### src/rtl/sled_pkg.sv
// Shared types, constants and helpers of the smoothed LED meter with gain control.
package sled_pkg;

    localparam int LEVEL_W = 16;
    localparam int DIR_W   = 6;
    localparam int ROWS_W  = 16;
    localparam int CFG_IDX_W = 2;
    localparam int INERTIA_W = 8;

    // Levels in signed Q8.8 dB
    localparam int Q_STEP_DB = 768;
    localparam int Q_HALF_DB = 128;
    localparam int Q_LOW_DB  = -4608;
    localparam int Q_HIGH_DB = -768;
    localparam int Q_MID_DB  = -2304;

    localparam logic signed [LEVEL_W-1:0] SMOOTH_INIT = -16'sd7680;
    localparam logic signed [LEVEL_W-1:0] LEVEL_MIN   = -16'sd32768;

    localparam logic [INERTIA_W-1:0]      INERTIA_INIT   = 8'd230;
    localparam logic signed [LEVEL_W-1:0] MIN_GAIN_INIT  = -16'sd7680;
    localparam logic signed [LEVEL_W-1:0] MAX_GAIN_INIT  = 16'sd7680;
    localparam logic signed [LEVEL_W-1:0] RED_INIT       = 16'sd0;

    localparam logic [CFG_IDX_W-1:0] CFG_INERTIA  = 2'd0;
    localparam logic [CFG_IDX_W-1:0] CFG_MIN_GAIN = 2'd1;
    localparam logic [CFG_IDX_W-1:0] CFG_MAX_GAIN = 2'd2;
    localparam logic [CFG_IDX_W-1:0] CFG_RED      = 2'd3;

    typedef enum logic [2:0] {
        ST_IDLE,
        ST_MUL,
        ST_ACC,
        ST_GAIN,
        ST_EM_RD,
        ST_EM_LD
    } state_t;

    // Threshold of rows below the red one: -3 dB per row
    function automatic logic signed [LEVEL_W-1:0] row_threshold(input int row);
        return LEVEL_W'(-Q_STEP_DB * row);
    endfunction

endpackage

### src/rtl/smoothed_led_meter_agc.sv
// Top level of the smoothed multi-direction LED meter with automatic gain.
//
//  channel  | dir | handshake                      | payload
//  ---------+-----+--------------------------------+---------------------------------------
//  s_axis   | in  | s_axis_tvalid / s_axis_tready  | tdata: energy_db[15:0]; tlast: last_direction
//  m_axis   | out | m_axis_tvalid / m_axis_tready  | tdata: direction, lit_rows, applied_gain;
//           |     |                                |        tlast: last_bar
//  cfg      | in  | cfg_wr_en (no wait)            | cfg_index, cfg_data[15:0]
//
// Each input item goes through memory read, multiply, then accumulate and
// write back to the smoothed-level RAM; the registered read and product split these steps.
// A last item adds a gain update and then a RAM read and a bar load for each of
// the NUM_DIRS bars; each load waits while the output is stalled.
// After reset every direction reads as -30 dB through a valid bit per entry;
// the gain is 0 dB and no clearing pass is needed.
// The finished bar waits in the output register, so a stalled output holds
// only the bar walk; new items are taken again once the last bar is loaded.
module smoothed_led_meter_agc
    import sled_pkg::*;
#(
    parameter int NUM_DIRS = 16,
    parameter int NUM_ROWS = 16
) (
    input  logic                 clk,
    input  logic                 rst_n,
    // slave side
    input  logic                 s_axis_tvalid,
    output logic                 s_axis_tready,
    input  logic [15:0]          s_axis_tdata,   // [15:0] energy_db
    input  logic                 s_axis_tlast,   // last_direction
    // master side
    output logic                 m_axis_tvalid,
    input  logic                 m_axis_tready,
    output logic [39:0]          m_axis_tdata,   // [5:0] direction, [21:6] lit_rows,
                                                 // [37:22] applied_gain, [39:38] zero
    output logic                 m_axis_tlast,   // last_bar
    // configuration
    input  logic                 cfg_wr_en,
    input  logic [CFG_IDX_W-1:0] cfg_index,
    input  logic [15:0]          cfg_data
);

    localparam int AW = (NUM_DIRS > 1) ? $clog2(NUM_DIRS) : 1;
    localparam logic [AW-1:0] DIR_LAST = AW'(NUM_DIRS - 1);
    localparam int PW = LEVEL_W + 9;   // inertia times level difference
    localparam int TW = PW + 1;        // blended sum before the shift

    // configuration registers
    logic [INERTIA_W-1:0]      inertia_reg;
    logic signed [LEVEL_W-1:0] min_gain_reg;
    logic signed [LEVEL_W-1:0] max_gain_reg;
    logic signed [LEVEL_W-1:0] red_reg;

    // control and datapath registers
    state_t                    state_reg, state_next;
    logic [AW-1:0]             dir_reg, dir_next;
    logic [AW-1:0]             emit_reg, emit_next;
    logic [NUM_DIRS-1:0]       valid_reg, valid_next;
    logic signed [LEVEL_W-1:0] fresh_reg, fresh_next;
    logic                      last_reg, last_next;
    logic signed [PW-1:0]      prod_reg, prod_next;
    logic signed [LEVEL_W-1:0] peak_reg, peak_next;
    logic                      out_valid_reg, out_valid_next;
    logic [39:0]               out_data_reg, out_data_next;
    logic                      out_last_reg, out_last_next;

    // FSM outputs
    logic                      in_ready;
    logic                      ram_re;
    logic                      ram_we;
    logic [AW-1:0]             ram_raddr;
    logic                      gain_update;
    logic                      bar_load;

    logic [LEVEL_W-1:0]        ram_rdata;
    logic [AW-1:0]             rd_dir;
    logic signed [LEVEL_W-1:0] stored;
    logic signed [LEVEL_W:0]   diff;
    logic signed [TW-1:0]      blend_sum;
    logic signed [LEVEL_W-1:0] smoothed;
    logic signed [LEVEL_W-1:0] gain;
    logic [ROWS_W-1:0]         lit_rows;
    logic                      slot_free;
    logic                      in_accept;

    assign in_accept = s_axis_tvalid && in_ready;
    assign slot_free = !out_valid_reg || m_axis_tready;

    // ---------------------------------------------------------------
    // Configuration writes
    // ---------------------------------------------------------------
    always_ff @(posedge clk or negedge rst_n)
    begin
        if (!rst_n)
        begin
            inertia_reg  <= INERTIA_INIT;
            min_gain_reg <= MIN_GAIN_INIT;
            max_gain_reg <= MAX_GAIN_INIT;
            red_reg      <= RED_INIT;
        end
        else if (cfg_wr_en)
        begin
            unique case (cfg_index)
                CFG_INERTIA:  inertia_reg  <= cfg_data[INERTIA_W-1:0];
                CFG_MIN_GAIN: min_gain_reg <= cfg_data;
                CFG_MAX_GAIN: max_gain_reg <= cfg_data;
                CFG_RED:      red_reg      <= cfg_data;
                default:      ;
            endcase
        end
    end

    // ---------------------------------------------------------------
    // Sequencer: next state
    // ---------------------------------------------------------------
    always_comb
    begin
        state_next = state_reg;
        unique case (state_reg)
            ST_IDLE:
            begin
                if (s_axis_tvalid)
                begin
                    state_next = ST_MUL;
                end
            end
            ST_MUL:   state_next = ST_ACC;
            ST_ACC:   state_next = last_reg ? ST_GAIN : ST_IDLE;
            ST_GAIN:  state_next = ST_EM_RD;
            ST_EM_RD: state_next = ST_EM_LD;
            ST_EM_LD:
            begin
                if (slot_free)
                begin
                    state_next = (emit_reg == DIR_LAST) ? ST_IDLE : ST_EM_RD;
                end
            end
            default:  state_next = ST_IDLE;
        endcase
    end

    // ---------------------------------------------------------------
    // Sequencer: outputs
    // ---------------------------------------------------------------
    always_comb
    begin
        in_ready    = 1'b0;
        ram_re      = 1'b0;
        ram_we      = 1'b0;
        ram_raddr   = dir_reg;
        gain_update = 1'b0;
        bar_load    = 1'b0;
        unique case (state_reg)
            ST_IDLE:
            begin
                in_ready = 1'b1;
                ram_re   = 1'b1;
            end
            ST_MUL:   ;
            ST_ACC:   ram_we = 1'b1;
            ST_GAIN:  gain_update = 1'b1;
            ST_EM_RD:
            begin
                ram_re    = 1'b1;
                ram_raddr = emit_reg;
            end
            ST_EM_LD: bar_load = slot_free;
            default:  ;
        endcase
    end

    assign s_axis_tready = in_ready;

    // ---------------------------------------------------------------
    // Datapath
    // ---------------------------------------------------------------
    // Entries never written since reset read as -30 dB
    assign rd_dir = (state_reg == ST_EM_LD) ? emit_reg : dir_reg;
    assign stored = valid_reg[rd_dir] ? $signed(ram_rdata) : SMOOTH_INIT;

    // s = (fresh*256 + inertia*(old - fresh) + 128) >>> 8
    assign diff      = {stored[LEVEL_W-1], stored} - {fresh_reg[LEVEL_W-1], fresh_reg};
    assign blend_sum = TW'({fresh_reg, 8'd0}) + TW'(prod_reg) + TW'(128);
    assign smoothed  = blend_sum[LEVEL_W+7:8];

    always_comb
    begin
        fresh_next     = fresh_reg;
        last_next      = last_reg;
        prod_next      = prod_reg;
        dir_next       = dir_reg;
        emit_next      = emit_reg;
        valid_next     = valid_reg;
        peak_next      = peak_reg;
        out_valid_next = out_valid_reg;
        out_data_next  = out_data_reg;
        out_last_next  = out_last_reg;

        if (in_accept)
        begin
            fresh_next = s_axis_tdata;
            last_next  = s_axis_tlast;
        end

        if (state_reg == ST_MUL)
        begin
            prod_next = $signed({1'b0, inertia_reg}) * diff;
        end

        if (ram_we)
        begin
            valid_next[dir_reg] = 1'b1;
            if (smoothed > peak_reg)
            begin
                peak_next = smoothed;
            end
            if (last_reg || dir_reg == DIR_LAST)
            begin
                dir_next = '0;
            end
            else
            begin
                dir_next = dir_reg + 1'b1;
            end
        end

        if (gain_update)
        begin
            peak_next = LEVEL_MIN;
            emit_next = '0;
        end

        // drop the bar once taken, then reload from the walk
        if (m_axis_tready)
        begin
            out_valid_next = 1'b0;
        end
        if (bar_load)
        begin
            out_valid_next = 1'b1;
            out_data_next  = {2'b00, gain, lit_rows, DIR_W'(emit_reg)};
            out_last_next  = (emit_reg == DIR_LAST);
            emit_next      = emit_reg + 1'b1;
        end
    end

    always_ff @(posedge clk or negedge rst_n)
    begin
        if (!rst_n)
        begin
            state_reg     <= ST_IDLE;
            dir_reg       <= '0;
            emit_reg      <= '0;
            valid_reg     <= '0;
            peak_reg      <= LEVEL_MIN;
            out_valid_reg <= 1'b0;
            last_reg      <= 1'b0;
        end
        else
        begin
            state_reg     <= state_next;
            dir_reg       <= dir_next;
            emit_reg      <= emit_next;
            valid_reg     <= valid_next;
            peak_reg      <= peak_next;
            out_valid_reg <= out_valid_next;
            last_reg      <= last_next;
        end
    end

    always_ff @(posedge clk)
    begin
        fresh_reg    <= fresh_next;
        prod_reg     <= prod_next;
        out_data_reg <= out_data_next;
        out_last_reg <= out_last_next;
    end

    // ---------------------------------------------------------------
    // Units
    // ---------------------------------------------------------------
    sled_ram #(
        .WIDTH (LEVEL_W),
        .DEPTH (NUM_DIRS)
    ) u_smooth_ram (
        .clk   (clk),
        .we    (ram_we),
        .waddr (dir_reg),
        .wdata (smoothed),
        .re    (ram_re),
        .raddr (ram_raddr),
        .rdata (ram_rdata)
    );

    sled_gain u_gain (
        .clk      (clk),
        .rst_n    (rst_n),
        .update   (gain_update),
        .peak     (peak_reg),
        .min_gain (min_gain_reg),
        .max_gain (max_gain_reg),
        .gain     (gain)
    );

    sled_bar #(
        .NUM_ROWS (NUM_ROWS)
    ) u_bar (
        .smoothed      (stored),
        .gain          (gain),
        .red_threshold (red_reg),
        .lit_rows      (lit_rows)
    );

    assign m_axis_tvalid = out_valid_reg;
    assign m_axis_tdata  = out_data_reg;
    assign m_axis_tlast  = out_last_reg;

    // ---------------------------------------------------------------
    // Assertions
    // ---------------------------------------------------------------
    // one item at a time: no second item while the first is in flight
    assert property (@(posedge clk) disable iff (!rst_n)
        (s_axis_tvalid && s_axis_tready) |=> !s_axis_tready)
        else $error("item accepted while previous item in flight");

    // the frame's final bar belongs to the highest direction
    assert property (@(posedge clk) disable iff (!rst_n)
        (m_axis_tvalid && m_axis_tlast) |-> (m_axis_tdata[5:0] == DIR_W'(NUM_DIRS - 1)))
        else $error("last bar carries wrong direction");

    // the bar walk starts only straight after a gain update
    assert property (@(posedge clk) disable iff (!rst_n)
        (state_reg == ST_EM_RD && emit_reg == '0) |-> $past(gain_update))
        else $error("bar walk started without gain update");

    // a bar is loaded only into a free output slot
    assert property (@(posedge clk) disable iff (!rst_n)
        bar_load |-> (!out_valid_reg || m_axis_tready))
        else $error("bar overwrote a pending output item");

endmodule

### src/rtl/sled_ram.sv
// Generic single-port-write, single-port-read RAM with registered read data.
module sled_ram #(
    parameter int WIDTH = 16,
    parameter int DEPTH = 16
) (
    input  logic                                   clk,
    input  logic                                   we,
    input  logic [(DEPTH > 1 ? $clog2(DEPTH) : 1)-1:0] waddr,
    input  logic [WIDTH-1:0]                       wdata,
    input  logic                                   re,
    input  logic [(DEPTH > 1 ? $clog2(DEPTH) : 1)-1:0] raddr,
    output logic [WIDTH-1:0]                       rdata
);

    logic [WIDTH-1:0] mem [DEPTH];

    always_ff @(posedge clk)
    begin
        if (we)
        begin
            mem[waddr] <= wdata;
        end
        if (re)
        begin
            rdata <= mem[raddr];
        end
    end

endmodule

### src/rtl/sled_gain.sv
// Gain register and its once-per-frame update from the frame's peak level.
module sled_gain
    import sled_pkg::*;
(
    input  logic                      clk,
    input  logic                      rst_n,
    input  logic                      update,
    input  logic signed [LEVEL_W-1:0] peak,
    input  logic signed [LEVEL_W-1:0] min_gain,
    input  logic signed [LEVEL_W-1:0] max_gain,
    output logic signed [LEVEL_W-1:0] gain
);

    localparam int GW = LEVEL_W + 3;

    logic signed [LEVEL_W-1:0] gain_reg;
    logic signed [LEVEL_W-1:0] gain_next;
    logic signed [LEVEL_W:0]   level;
    logic signed [GW-1:0]      lvl_w;
    logic signed [GW-1:0]      g_w;
    logic signed [GW-1:0]      lo_w;
    logic signed [GW-1:0]      hi_w;
    logic signed [GW-1:0]      cand;

    always_comb
    begin
        level = {peak[LEVEL_W-1], peak} + {gain_reg[LEVEL_W-1], gain_reg};
        lvl_w = GW'(level);
        g_w   = GW'(gain_reg);
        lo_w  = GW'(min_gain);
        hi_w  = GW'(max_gain);
        cand  = g_w;
        if (lvl_w > GW'(0))
        begin
            cand = g_w - lvl_w - GW'(Q_STEP_DB);
            if (cand < lo_w)
            begin
                cand = lo_w;
            end
        end
        else if (lvl_w < GW'(Q_LOW_DB))
        begin
            cand = g_w - lvl_w;
            if (cand > hi_w)
            begin
                cand = hi_w;
            end
        end
        else if (lvl_w > GW'(Q_HIGH_DB))
        begin
            cand = g_w - GW'(Q_HALF_DB);
            if (cand < lo_w)
            begin
                cand = lo_w;
            end
        end
        else if (lvl_w < GW'(Q_MID_DB))
        begin
            cand = g_w + GW'(Q_HALF_DB);
            if (cand > hi_w)
            begin
                cand = hi_w;
            end
        end

        gain_next = gain_reg;
        if (update)
        begin
            if (cand > GW'(32767))
            begin
                gain_next = 16'sd32767;
            end
            else if (cand < GW'(-32768))
            begin
                gain_next = -16'sd32768;
            end
            else
            begin
                gain_next = cand[LEVEL_W-1:0];
            end
        end
    end

    always_ff @(posedge clk or negedge rst_n)
    begin
        if (!rst_n)
        begin
            gain_reg <= '0;
        end
        else
        begin
            gain_reg <= gain_next;
        end
    end

    assign gain = gain_reg;

endmodule

### src/rtl/sled_bar.sv
// Bar encoder: gained level against the row thresholds, one bit per row.
module sled_bar
    import sled_pkg::*;
#(
    parameter int NUM_ROWS = 16
) (
    input  logic signed [LEVEL_W-1:0] smoothed,
    input  logic signed [LEVEL_W-1:0] gain,
    input  logic signed [LEVEL_W-1:0] red_threshold,
    output logic [ROWS_W-1:0]         lit_rows
);

    logic signed [LEVEL_W:0]   sum;
    logic signed [LEVEL_W-1:0] gained;

    always_comb
    begin
        sum = {smoothed[LEVEL_W-1], smoothed} + {gain[LEVEL_W-1], gain};
        if (sum > 17'sd32767)
        begin
            gained = 16'sd32767;
        end
        else if (sum < -17'sd32768)
        begin
            gained = -16'sd32768;
        end
        else
        begin
            gained = sum[LEVEL_W-1:0];
        end

        for (int i = 0; i < ROWS_W; i++)
        begin
            if (i >= NUM_ROWS)
            begin
                lit_rows[i] = 1'b0;
            end
            else if (i == 0)
            begin
                lit_rows[i] = gained > red_threshold;
            end
            else
            begin
                lit_rows[i] = gained > row_threshold(i);
            end
        end
    end

endmodule

### config.mk
export PLATFORM = sky130hd
export DESIGN_NAME = smoothed_led_meter_agc
export DESIGN_NICKNAME = d
export VERILOG_FILES = /design/src/rtl/sled_pkg.sv /design/src/rtl/smoothed_led_meter_agc.sv /design/src/rtl/sled_ram.sv /design/src/rtl/sled_gain.sv /design/src/rtl/sled_bar.sv
export SDC_FILE = /design/constraint.sdc
export NUM_CORES = 1
export LEC_CHECK = 0
export BUFFER_PORTS_ARGS = -buffer_cell sky130_fd_sc_hd__buf_2
export CAP_MARGIN = 20
export CORE_UTILIZATION = 50
export DETAILED_ROUTE_END_ITERATION = 8
export PLACE_DENSITY = 0.71
export SYNTH_ARGS = -nofsm -noshare
export SYNTH_HDL_FRONTEND = slang
export SYNTH_SLANG_ARGS = --single-unit
### constraint.sdc
create_clock -name clk -period 21.3 [get_ports clk]
set_input_delay 2.13 -clock clk [delete_from_list [all_inputs] [get_ports clk]]
set_output_delay 2.13 -clock clk [all_outputs]
set_load 0.01 [all_outputs]
Word-level counts from Yosys, hierarchy flattened
Memories as Yosys holds them, arrays and structs flattened. A register that Yosys moved wholly into a read port is not among the register bits.
Cells that the tools add are included.
{"block": "word_totals", "regBits": 194, "ram_bits": 256, "out_inout_bits": 43, "n_memories": 1}
{"memory": "u_smooth_ram.mem", "words": 16, "word_bits": 16, "rd": 1, "rd_clocked_by_memory_dff": 1, "write_ports": 1, "line_no": "sled_ram.sv:15", "text": "logic [WIDTH-1:0] mem [DEPTH];"}
{"block": "op_classes", "n_addsub": 11, "n_mul": 1, "order_cmp": 32, "eq_ne": 12, "muxes": 39, "bitwise_logic": 1, "reduce_logical": 18}
{"operator": "2-to-1 mux 19 bit", "count": 8}
{"operator": "2-to-1 mux 16 bit", "count": 8}
{"operator": "greater-than comparator 16 x 14 -> 1 bit (second input constant)", "count": 5}
{"operator": "greater-than comparator 16 x 15 -> 1 bit (second input constant)", "count": 5}
{"operator": "greater-than comparator 16 x 13 -> 1 bit (second input constant)", "count": 3}
{"operator": "adder 16 x 16 -> 17 bit", "count": 2}
{"operator": "greater-than comparator 16 bit", "count": 2}
{"operator": "adder 24 bit", "count": 1}
{"operator": "adder 24 x 8 -> 24 bit (second input constant)", "count": 1}
{"operator": "multiplier 9 x 17 -> 24 bit", "count": 1}
{"operator": "2-to-1 mux 4 bit", "count": 5}
{"operator": "greater-than comparator 19 x 16 -> 1 bit (second input constant)", "count": 1}
{"operator": "less-than comparator 19 x 16 -> 1 bit", "count": 1}
{"operator": "less-than comparator 19 x 16 -> 1 bit (second input constant)", "count": 1}
{"operator": "subtractor 18 x 11 -> 19 bit (second input constant)", "count": 1}
{"operator": "greater-than comparator 18 x 16 -> 1 bit", "count": 1}
{"operator": "case mux 3 bit (6 select lines)", "count": 1}
{"operator": "subtractor 16 x 17 -> 18 bit", "count": 1}
{"operator": "adder 16 x 9 -> 17 bit (second input constant)", "count": 1}
{"operator": "greater-than comparator 17 x 1 -> 1 bit (second input constant)", "count": 1}
{"operator": "greater-than comparator 17 x 11 -> 1 bit (second input constant)", "count": 1}
{"operator": "greater-than comparator 17 x 16 -> 1 bit", "count": 1}
{"operator": "greater-than comparator 17 x 16 -> 1 bit (second input constant)", "count": 1}
{"operator": "less-than comparator 17 x 13 -> 1 bit (second input constant)", "count": 1}
{"operator": "other kinds (31)", "count": 60}

Longest topological paths before layout
{"block": "logic_depth", "depth_word": 10, "depth_mapped": 43, "mapped_depth_nobuf": 42}

Modules after synthesis
Synthesis repeated with hierarchy kept, for this count alone.
{"block": "unflattened", "cells_unflattened": 2844, "hier_area_um2": 31674.1}
{"mod": "smoothed_led_meter_agc", "n_inst": 1, "cells_each": 1257, "area_per_inst_um2": 13167.6, "seq_area_each_um2": 4647.0}
{"mod": "sled_ram", "n_inst": 1, "cells_each": 432, "area_per_inst_um2": 10203.5, "seq_area_each_um2": 8167.8}
{"mod": "sled_gain", "n_inst": 1, "cells_each": 861, "area_per_inst_um2": 6286.0, "seq_area_each_um2": 400.4}
{"mod": "sled_bar", "n_inst": 1, "cells_each": 294, "area_per_inst_um2": 2016.9, "seq_area_each_um2": 0.0}

Least setup slack after synthesis
OpenSTA, ideal clock, no wires.
{"block": "synth_timing", "path_type": "reg2reg", "start": "reg state_reg[0]", "end": "reg prod_reg[23], data pin", "arrival_time_ns": 8.926, "t_required_ns": 21.040, "path_slack_ns": 12.114, "stages_incl_launch_ff": 42, "path_buffers": 2, "cell_sequence": "dfrtp_1 clkbuf_1 nand3_1 mux2i_1 mux2i_1 a211oi_1 a21oi_1 o21ai_0 clkbuf_1 nand2_1 inv_1 ha_1 nor2b_1 o21ai_0 a21boi_0 o21ai_0 a21boi_0 o21ai_0 (+6 left out) inv_1 fa_1 inv_1 fa_1 inv_1 fa_1 ha_1 a21o_1 a21oi_1 nor2b_1 a311oi_1 o211ai_1 nand2_1 a211oi_1 o21a_1 o21ai_0 nor2b_1 xnor2_1"}
{"block": "synth_between", "elab_chain_cells": 7}
{"item": "start, declared", "line_no": "smoothed_led_meter_agc.sv:55", "text": "state_t state_reg, state_next;"}
{"item": "start signal, assigned", "line_no": "smoothed_led_meter_agc.sv:261", "text": "state_reg <= state_next;"}
{"item": "equality test 3 bit", "line_no": "smoothed_led_meter_agc.sv:178", "text": "assign rd_dir = (state_reg == ST_EM_LD) ? emit_reg : dir_reg;"}
{"item": "2-to-1 mux 4 bit", "line_no": "smoothed_led_meter_agc.sv:178"}
{"item": "binary-select mux 1 bit (select 4 bit)", "line_no": "smoothed_led_meter_agc.sv:179", "text": "assign stored = valid_reg[rd_dir] ? $signed(ram_rdata) : SMOOTH_INIT;"}
{"item": "2-to-1 mux 1 bit (not written as such)", "line_no": "smoothed_led_meter_agc.sv:179"}
{"item": "2-to-1 mux 16 bit", "line_no": "smoothed_led_meter_agc.sv:179"}
{"item": "subtractor 16 x 16 -> 17 bit", "line_no": "smoothed_led_meter_agc.sv:182", "text": "assign diff = {stored[LEVEL_W-1], stored} - {fresh_reg[LEVEL_W-1], fresh_reg};"}
{"item": "multiplier 9 x 17 -> 24 bit", "line_no": "smoothed_led_meter_agc.sv:207", "text": "prod_next = $signed({1'b0, inertia_reg}) * diff;"}
{"item": "end signal, assigned", "line_no": "smoothed_led_meter_agc.sv:274", "text": "prod_reg <= prod_next;"}
{"item": "end, declared", "line_no": "smoothed_led_meter_agc.sv:61", "text": "logic signed [PW-1:0] prod_reg, prod_next;"}
No other way between the ends. The select of a mux whose other input is x is not followed.
A chain may end at the register's enable or synchronous reset.

Worst setup path in the final report
{"block": "layout_timing", "start": "reg state_reg[1]", "end": "reg prod_reg[23], data pin"}
Same word-level chain as after synthesis.

==> results_dict.tcl <==
set metrics [dict create \
    slowest_delay_ns 0.81 \
    drtIter0Drc 2301 \
    root_buffer "clkbuf_16" \
    ctsResizeCount 0 \
    grt_pass1_wl_um 128000 \
    die_x_um 250 \
    async_flop_share_pct 25.5 \
    grt_pass1_vias 21731 \
    rsz0062_at_grt "false" \
    status "complete, no violations" \
    skew_ns 0.0406 \
    coreArea_um2 60500 \
    worst_slew_margin_rel_pct 21.7 \
    ios 83 \
    row_count 90 \
    vias 22173 \
    path_class "reg2reg" \
    cts_sinks 459 \
    avgSynthCellArea_um2 11.3 \
    crit_fanout 16 \
    viasPerCell 6.11 \
    seq_area_frac_synth_pct 43.1 \
    fp.dieH_um 250 \
    ys_ff_latch 459 \
    fin_nets 3187 \
    largest_register_ffs 256 \
    routed_wl_um 83500 \
    clock_latency_ns 0.62 \
    numCtsBuffers 46 \
    ant_nets 0 \
    yosys_warnings 0 \
    overflow 0 \
    grt_antenna_before_repair 2 \
    synth-edff-count 342 \
    endpoint_kind "flip-flop" \
    grtUsageTotal_pct 26.8 \
    period_needed_ns 10.37 \
    whs_endpoint "valid_reg[3]$_DFFE_PN0P_" \
    rr_startpoint "state_reg[1]$_DFFE_PN0P_" \
    die_area_um2 62400 \
    multi_input_area_um2 16100 \
    diodes 0 \
    worstPathRequired_ns 21.67 \
    final_cells 3629 \
    cts_tree "built" \
    arrival_ns 10.74 \
    min_from "valid_reg[3]$_DFFE_PN0P_" \
    grt_max_degree 73 \
    timing.fmax_mhz 96.5 \
    hold_class "reg2reg" \
    drive_gt1_share_pct 14.6 \
    gp_routability_congestion 0.965 \
    fillers 5027 \
    syn_area_um2 30700 \
    drcViolationCount 0 \
    r2r_cells 41 \
    postCtsHoldBufs 0 \
    ff2ff_setup_slack_ns 10.93 \
    drv_cap 0 \
    hpwl_um 60100 \
    post_cts_buffers 0 \
    wire_per_inst_um 23.0 \
    portBuffers 78 \
    clockBufferDepth 3 \
    worst_pin_slew_ns 1.17 \
    dp.cells 3535 \
    fin_crit_sh_pct 48.7 \
    start_util_pct 50.7 \
    startpoint_type "flip-flop" \
    rr_endpoint "prod_reg[23]$_DFFE_PN_" \
    ys.flop_type "edfxtp_1" \
    drt_first_pass_iters 6 \
    hold_viol 0 \
    setup_viol_count_final 0 \
    tns_ns 0 \
    area_delta_synth_final_pct 9.75 \
    min_path_cells 1 \
    crit_path_top_delay_cell "mux2i_1" \
    final-seq-area_um2 13200 \
    syn-instance-count 2725 \
    ctsHtreeMaxLevel 2 \
    clk_pin_slew_ns 0.06 \
    slew_violations 0 \
    yosysUniqueCellTypes 108 \
]
[stage by stage]
step / setup slack, ns / instance area (um^2) / util [%] / hold slack, ns
after floorplan: 12.11 / 30700 / - / 0.431
after global placement: 11.36 / 32000 / 52.9 / 0.456
after detailed placement: 10.99 / 32000 / 52.9 / 0.458
after CTS: 10.97 / 33600 / 55.5 / 0.472
after global routing: 10.15 / 33700 / 55.7 / 0.475
final: 10.93 / 33700 / 55.7 / 0.475
[cell usage in the layout (no fill, tap or decap), types with 41 or more instances in the layout]
cell type,count
and2_1,107
mux2_2,62
nand2_1,192
a31oi_1,44
mux4_2,64
dfrtp_1,103
buf_4,44
nor2_1,165
nand3_1,47
ha_1,231
o21ai_0,94
a21oi_1,110
mux2i_1,44
inv_1,269
fa_1,107
a21o_1,41
xnor2_1,70
clkbuf_16,47
buf_2,77
edfxtp_1,342
nor3_1,48
[final cells by class]
type | count | share of cell area (%)
Tap cell | 782 | 2.91
Multi-Input combinational cell | 1902 | 47.7
Inverter | 272 | 3.03
Clock buffer | 56 | 3.65
Clock inverter | 30 | 1.04
Timing Repair Buffer | 128 | 2.43
Sequential cell | 459 | 39.2
[worst max-delay path by stage]
stage                              from  depth (start not counted)                endpoint
6_report       state_reg[1]$_DFFE_PN0P_                         41  prod_reg[23]$_DFFE_PN_
3_5_place_dp   state_reg[1]$_DFFE_PN0P_                         41  prod_reg[23]$_DFFE_PN_
5_1_grt        state_reg[1]$_DFFE_PN0P_                         41  prod_reg[23]$_DFFE_PN_
3_3_place_gp   state_reg[1]$_DFFE_PN0P_                         41  prod_reg[23]$_DFFE_PN_
2_1_floorplan  state_reg[0]$_DFFE_PN0P_                         41  prod_reg[23]$_DFFE_PN_
4_1_cts        state_reg[1]$_DFFE_PN0P_                         41  prod_reg[23]$_DFFE_PN_
[critical path, delay by kind of cell, from the launching register on]
family          cells  cell delay, ns
compound gates     16            3.17
flops               1            0.43
mux                 2            1.23
simple gates        7            1.12
fa+ha+maj           7            2.92
buf+inv             7            0.64
xor+xnor            2            0.63
[cells by family (layout without fill, tap and decap cells)]
logic type      Yosys count  count (layout)  synth area share [%]
other cells               1               4                0.0122
mux                     173             173                  8.52
fa+ha+maj               339             339                  16.4
xor+xnor                103             103                  2.99
compound gates          541             541                  12.0
simple gates            742             742                  12.1
flops                   459             459                  43.1
buf+inv                 367             486                  4.88
[synthesized netlist by cell type, drive strengths merged, types with 48 or more instances]
master | n | share of area [%]
fa | 107 | 7.0
nor2 | 166 | 2.1
ha | 231 | 9.4
dfrtp | 103 | 8.4
nand2 | 192 | 2.3
nor3 | 49 | 0.82
xnor2 | 72 | 2.1
mux2 | 63 | 2.3
inv | 272 | 3.3
a21oi | 113 | 1.9
o21ai | 116 | 1.9
nand3 | 48 | 0.80
and2 | 110 | 2.3
mux4 | 64 | 4.7
edfxtp | 342 | 33
clkbuf | 57 | 0.70
[layer usage]
metal	track usage, %	wire length (um)
met3	3.13	6240
met2	41.9	38100
met5	0	8
met4	9.29	2590
met1	38.7	36500
Power is left out: the tool's default activity adds up to more than one toggle a clock period on the data nets, which glitch-free logic cannot reach.
